<file path="src/sdh_pkg.sv">
// Shared types, register offsets and fixed values of the SD host register block.
// Depends on nothing; the top level and sdh_read_fmt import it.
package sdh_pkg;

   localparam int OFFSET_W = 14;
   localparam int WIDX_W   = OFFSET_W - 2;
   localparam int DATA_W   = 32;

   typedef enum logic [1:0] {
      OP_RD_BYTE = 2'd0,
      OP_RD_HALF = 2'd1,
      OP_RD_WORD = 2'd2,
      OP_WR_WORD = 2'd3
   } opcode_type;

   typedef enum logic [1:0] {
      ST_CLEAR,
      ST_IDLE,
      ST_PROC
   } state_type;

   // Word indexes of the registers with special behavior.
   localparam logic [WIDX_W-1:0] XFERTYP_WIDX = WIDX_W'(14'h00C >> 2);
   localparam logic [WIDX_W-1:0] PRSSTAT_WIDX = WIDX_W'(14'h024 >> 2);
   localparam logic [WIDX_W-1:0] SYSCTL_WIDX  = WIDX_W'(14'h02C >> 2);
   localparam logic [WIDX_W-1:0] IRQSTAT_WIDX = WIDX_W'(14'h030 >> 2);
   localparam logic [WIDX_W-1:0] HOSTCAP_WIDX = WIDX_W'(14'h040 >> 2);
   localparam logic [WIDX_W-1:0] HOSTVER_WIDX = WIDX_W'(14'h0FC >> 2);

   localparam logic [DATA_W-1:0] SYSCTL_RESET   = 32'h0000_8008;
   localparam logic [DATA_W-1:0] SYSCTL_SELFCLR = 32'h0F00_0000;
   localparam logic [DATA_W-1:0] HOSTCAP_VALUE  = 32'h07F3_0000;
   localparam logic [DATA_W-1:0] HOSTVER_VALUE  = 32'h0000_1201;
   localparam logic [DATA_W-1:0] PRSSTAT_VALUE  = 32'hFF80_0008;
   localparam logic [DATA_W-1:0] RSPTYP_MASK    = 32'h0003_0000;
   localparam logic [DATA_W-1:0] IRQ_CC         = 32'h0000_0001;
   localparam logic [DATA_W-1:0] IRQ_CTOE       = 32'h0001_0000;

   function automatic logic is_fixed(input logic [WIDX_W-1:0] widx);
      return (widx == PRSSTAT_WIDX) || (widx == HOSTCAP_WIDX) || (widx == HOSTVER_WIDX);
   endfunction

   // A transfer-type write needs the interrupt status word, not its own entry.
   function automatic logic [WIDX_W-1:0] read_widx(input opcode_type op,
                                                  input logic [WIDX_W-1:0] widx);
      if (op == OP_WR_WORD && widx == XFERTYP_WIDX) begin
         return IRQSTAT_WIDX;
      end
      return widx;
   endfunction

endpackage

</file>
<file path="src/sdh_read_fmt.sv">
// Read path: substitutes the fixed read-only words, returns zero out of range and selects the byte or halfword lane.
// Depends on sdh_pkg.
module sdh_read_fmt (
   input  logic [1:0]  opcode,
   input  logic [1:0]  byte_sel,
   input  logic [11:0] widx,
   input  logic        in_range,
   input  logic [31:0] mem_word,
   output logic [31:0] read_data
);
   import sdh_pkg::*;

   logic [DATA_W-1:0] word;
   opcode_type        op;

   assign op = opcode_type'(opcode);

   always_comb begin
      if (widx == PRSSTAT_WIDX) begin
         word = PRSSTAT_VALUE;
      end else if (widx == HOSTCAP_WIDX) begin
         word = HOSTCAP_VALUE;
      end else if (widx == HOSTVER_WIDX) begin
         word = HOSTVER_VALUE;
      end else if (in_range) begin
         word = mem_word;
      end else begin
         word = '0;
      end
   end

   always_comb begin
      case (op)
         OP_RD_BYTE: begin
            case (byte_sel)
               2'd0:    read_data = {24'd0, word[7:0]};
               2'd1:    read_data = {24'd0, word[15:8]};
               2'd2:    read_data = {24'd0, word[23:16]};
               default: read_data = {24'd0, word[31:24]};
            endcase
         end
         OP_RD_HALF: read_data = byte_sel[1] ? {16'd0, word[31:16]} : {16'd0, word[15:0]};
         OP_RD_WORD: read_data = word;
         default:    read_data = '0;
      endcase
   end

endmodule
</file>
<file path="config.mk">
export PLATFORM = sky130hd
export DESIGN_NAME = sdh_read_fmt
export DESIGN_NICKNAME = d
export VERILOG_FILES = /design/src/sdh_pkg.sv /design/src/sdh_read_fmt.sv
export SDC_FILE = /design/constraint.sdc
export NUM_CORES = 1
export LEC_CHECK = 0
export BUFFER_PORTS_ARGS = -buffer_cell sky130_fd_sc_hd__buf_2
export CORE_MARGIN = 5
export CORE_UTILIZATION = 43
export DETAILED_ROUTE_END_ITERATION = 10
export PLACE_DENSITY = 0.93
export REMOVE_ABC_BUFFERS = 1
export SLEW_MARGIN = 20
export SYNTH_ARGS = -nofsm -noshare
export SYNTH_HDL_FRONTEND = slang
export SYNTH_SLANG_ARGS = --single-unit
</file>
<file path="constraint.sdc">
create_clock -name vclk -period 2.2
set_input_delay 0.22 -clock vclk [all_inputs]
set_output_delay 0.22 -clock vclk [all_outputs]
set_load 0.1 [all_outputs]
</file>
==> flow_summary.json, run 1 <==
{
  "yosys_warnings": 0,
  "port-buffer-count": 81,
  "ys_seq_area_share_pct": 0,
  "grt_max_degree": 20,
  "worst_path_end_type": "output port",
  "start_util_pct": 43.98,
  "postPlaceCellArea_mm2": 0.001873,
  "dp_hpwl_mm": 4.242,
  "rows": 18,
  "die_w_um": 59.65,
  "status": "aborted with a tool error",
  "ios": 81,
  "stop_stage": "global routing",
  "dp_cells": 310,
  "synth_area_mm2": 0.001060,
  "syn_inst": 179,
  "crit_endpoint": "read_data[3]",
  "place_ws_ps": -149.0,
  "fp.dieH_um": 59.65,
  "avgSynthCellArea_um2": 5.920,
  "synth_cell_types": 46,
  "ctsHoldBuffers": 0,
  "tool.error": "[ERROR DPL-0038] Utilization greater than 100%, impossible to legalize",
  "routabilityCongestion": 1.006
}
-- Yosys cell counts, types with 4 or more instances --
cell type / number / area share, %
a211o_1: 4 / 3.3
a21oi_1: 21 / 9.9
a31oi_1: 4 / 2.4
and3_1: 4 / 2.4
buf_6: 4 / 4.2
clkbuf_1: 4 / 1.4
nand2_1: 25 / 8.9
nand2b_1: 4 / 2.4
nand3_1: 6 / 2.8
nor2_1: 28 / 9.9
nor2b_1: 4 / 2.4
o21ai_0: 12 / 5.7
o31ai_1: 4 / 2.8
-- kinds of logic after synthesis --
| family | synth area share, % |
|---|---|
| buffers and inverters | 8.264 |
| AND/OR/NAND/NOR | 44.39 |
| AO/OA/AOI/OAI | 42.27 |
| multiplexers | 5.077 |
-- repair_timing --
action	CTS
pin swaps	8
cloned	1
resized for setup	38
setup endpoints to repair	12
buffers inserted	9
-- through the flow --
stage	setup TNS (ps)	hold slack, ps
after floorplan	-15350	902.6
after global placement	-757.8	880.0
after detailed placement	-1171	880.4
after CTS	-137.6	880.1
==> run 2, diff against run 1 <==
CORE_AREA = 5 5 66 68   (was unset)
CORE_MARGIN = unset   (was 5)
CORE_UTILIZATION = unset   (was 43)
DIE_AREA = 0 0 71 73   (was unset)
PLACE_DENSITY = unset   (was 0.93)
PLACE_DENSITY_LB_ADDON = 0.15   (was unset)
==> run 2 against run 1 <==
The flow now finishes, with violations (negative setup slack); synthesized cell count is the same; area after synthesis is the same.
==> flow_summary.json, run 2 <==
{
  "hold_class": "in2out",
  "p_leak_nw": 1.034,
  "slew_violations": 0,
  "synth_largest_area_cell": "a21oi_1",
  "layout.nets": 342,
  "start_util_pct": 27.90,
  "drt-vias-per-instance": 5.223,
  "dieArea_mm2": 0.005183,
  "power-per-cell-area_mw_per_mm2": 267.4,
  "status": "finished, violations left",
  "ys_seq_area_share_pct": 0,
  "ios": 81,
  "area_delta_synth_final_pct": 109.6,
  "synthAdderAreaFrac_pct": 0,
  "port-buffer-count": 81,
  "fin_crit_sh_pct": 102.7,
  "fmax_mhz": 442.5,
  "synth_cell_types": 46,
  "cp.required_ps": 1980,
  "p_total_uw": 593.8,
  "worst_pin_slew_ps": 491.0,
  "dp_cells": 333,
  "slew_headroom_pct": 67.49,
  "clock_buffers": 0,
  "fp.coreArea_mm2": 0.003799,
  "fillers": 382,
  "drc_errors": 0,
  "synth-simple-area-share_pct": 44.39,
  "dp_hpwl_mm": 4.212,
  "fin_ws_ps": -59.81,
  "setup_viol": 4,
  "diodes": 0,
  "final_area_mm2": 0.002221,
  "final_common_cell": "buf_2",
  "drv_cap": 0,
  "synth.most_common_cell": "nor2_1",
  "ant_nets": 0,
  "die_w_um": 71,
  "rows": 23,
  "wire_per_inst_um": 15.65,
  "post-route-min-period_ps": 2260,
  "yosys-top-cells-area": "a21oi_1 (9.9%), nor2_1 (9.9%), nand2_1 (8.9%), o21ai_0 (5.7%), buf_6 (4.3%)",
  "seq_cells": 0,
  "postPlaceCellArea_mm2": 0.001921,
  "rsz0062_at_grt": "true",
  "grt_first_pass_wirelength_mm": 8.066,
  "routabilityCongestion": 0.9171,
  "crit_arrival_ps": 2040,
  "grt_usage_pct": 18.75,
  "end_kind": "output pin",
  "peakVddDrop_v": 0.0001752,
  "critical_path.startpoint_type": "input port",
  "syn_inst": 179,
  "fin_tns_setup_ps": -188.5,
  "instances_no_fill": 341,
  "criticalPathCategory": "in2out",
  "synth_top_family_by_area": "simple AND/OR/NAND/NOR gates",
  "drt_iter0_drc": 122,
  "drive_gt1_share_pct": 55.67,
  "ctsHoldBuffers": 0,
  "hold_viol": 0,
  "synth_compound_area_share_pct": 42.27,
  "violations": "negative setup slack",
  "synth_area_mm2": 0.001060,
  "grt_max_degree": 19,
  "fp.dieH_um": 73,
  "synth_mux_area_share_pct": 5.077,
  "drt_wl_total_mm": 5.338,
  "yosys_warnings": 0,
  "first_pass_iters": 4,
  "crit_fanout": 5,
  "yosys.area_share.xor_xnor_pct": 0,
  "avgSynthCellArea_um2": 5.920,
  "layout_common_cells": "buf_2 (55), buf_4 (43), nor2_1 (26)",
  "overflow": 0,
  "synth.top_cell.area_share_pct": 9.917,
  "vias": 1781,
  "seqCellArea_um2": 0,
  "antenna_found_initial": 0,
  "grt_pass1_vias": 1697,
  "synthTopCellsByCount": "nor2_1 (28), nand2_1 (25), a21oi_1 (21)"
}
## run 2: cell counts after synthesis
No cell type changed its count.
## run 2: path summary, 6_finish.rpt
check / from / endpoint / slack [ps] / cells past startpoint
setup / recovery: widx[8] / read_data[1] / -60 / 11
hold / removal: mem_word[11] / read_data[11] / 870 / 4
## run 2: repair_timing
| action | CTS | global route |
|---|---|---|
| setup endpoints to repair | 14 | 19 |
| pin swaps | 11 | 13 |
| gates resized for setup | 29 | 33 |
| hold endpoints to repair | 0 | 0 |
| setup buffers | 6 | 2 |
## run 2: cells by family after synthesis
family,count (synthesis)
compound gates,69
mux,5
buf+inv,14
simple gates,91
## run 2: power by group
part | switching [mW] | leakage, nW | internal (mW)
combinational | 0.378 | 1.03 | 0.216
sequential | 0 | 0 | 0
clock | 0 | 0 | 0
total | 0.378 | 1.03 | 0.216
## run 2: cell type report
type | count | area [µm²] | area share (%)
inverter | 2 | 7.507 | 0.3380
timing repair buffer | 124 | 1022 | 46.03
tap | 50 | 62.56 | 2.817
multi-input combinational | 165 | 1129 | 50.82
## run 2: per-stage QoR
step / util, % / setup slack (ps) / hold slack, ps
4_1_cts: 54.78 / -59.74 / 890.9
3_3_place_gp: 50.56 / -197.6 / 890.2
2_1_floorplan: - / -1722 / 902.6
3_5_place_dp: 50.56 / -215.2 / 890.4
6_report: 58.47 / -59.81 / 874.5
5_1_grt: 58.47 / -131.0 / 894.1
## run 2: worst max-delay path: stages
cell and delay [ps]:
buf_6 100, nor4_4 260, buf_6 170, buf_4 110, and4_2 300, buf_4 180, nor2_1 60, a22oi_2 220
o31ai_4 110, buf_4 150, buf_12 150
## run 2: layer usage
layer	global-route usage [%]	part of all wire (%)	wire [µm]
met1	26.88	45	2415
met2	29.97	47	2497
met3	2.342	7.2	384
met4	3.967	0.77	41
met5	0	0	0
(Power assumes the default switching activity.)
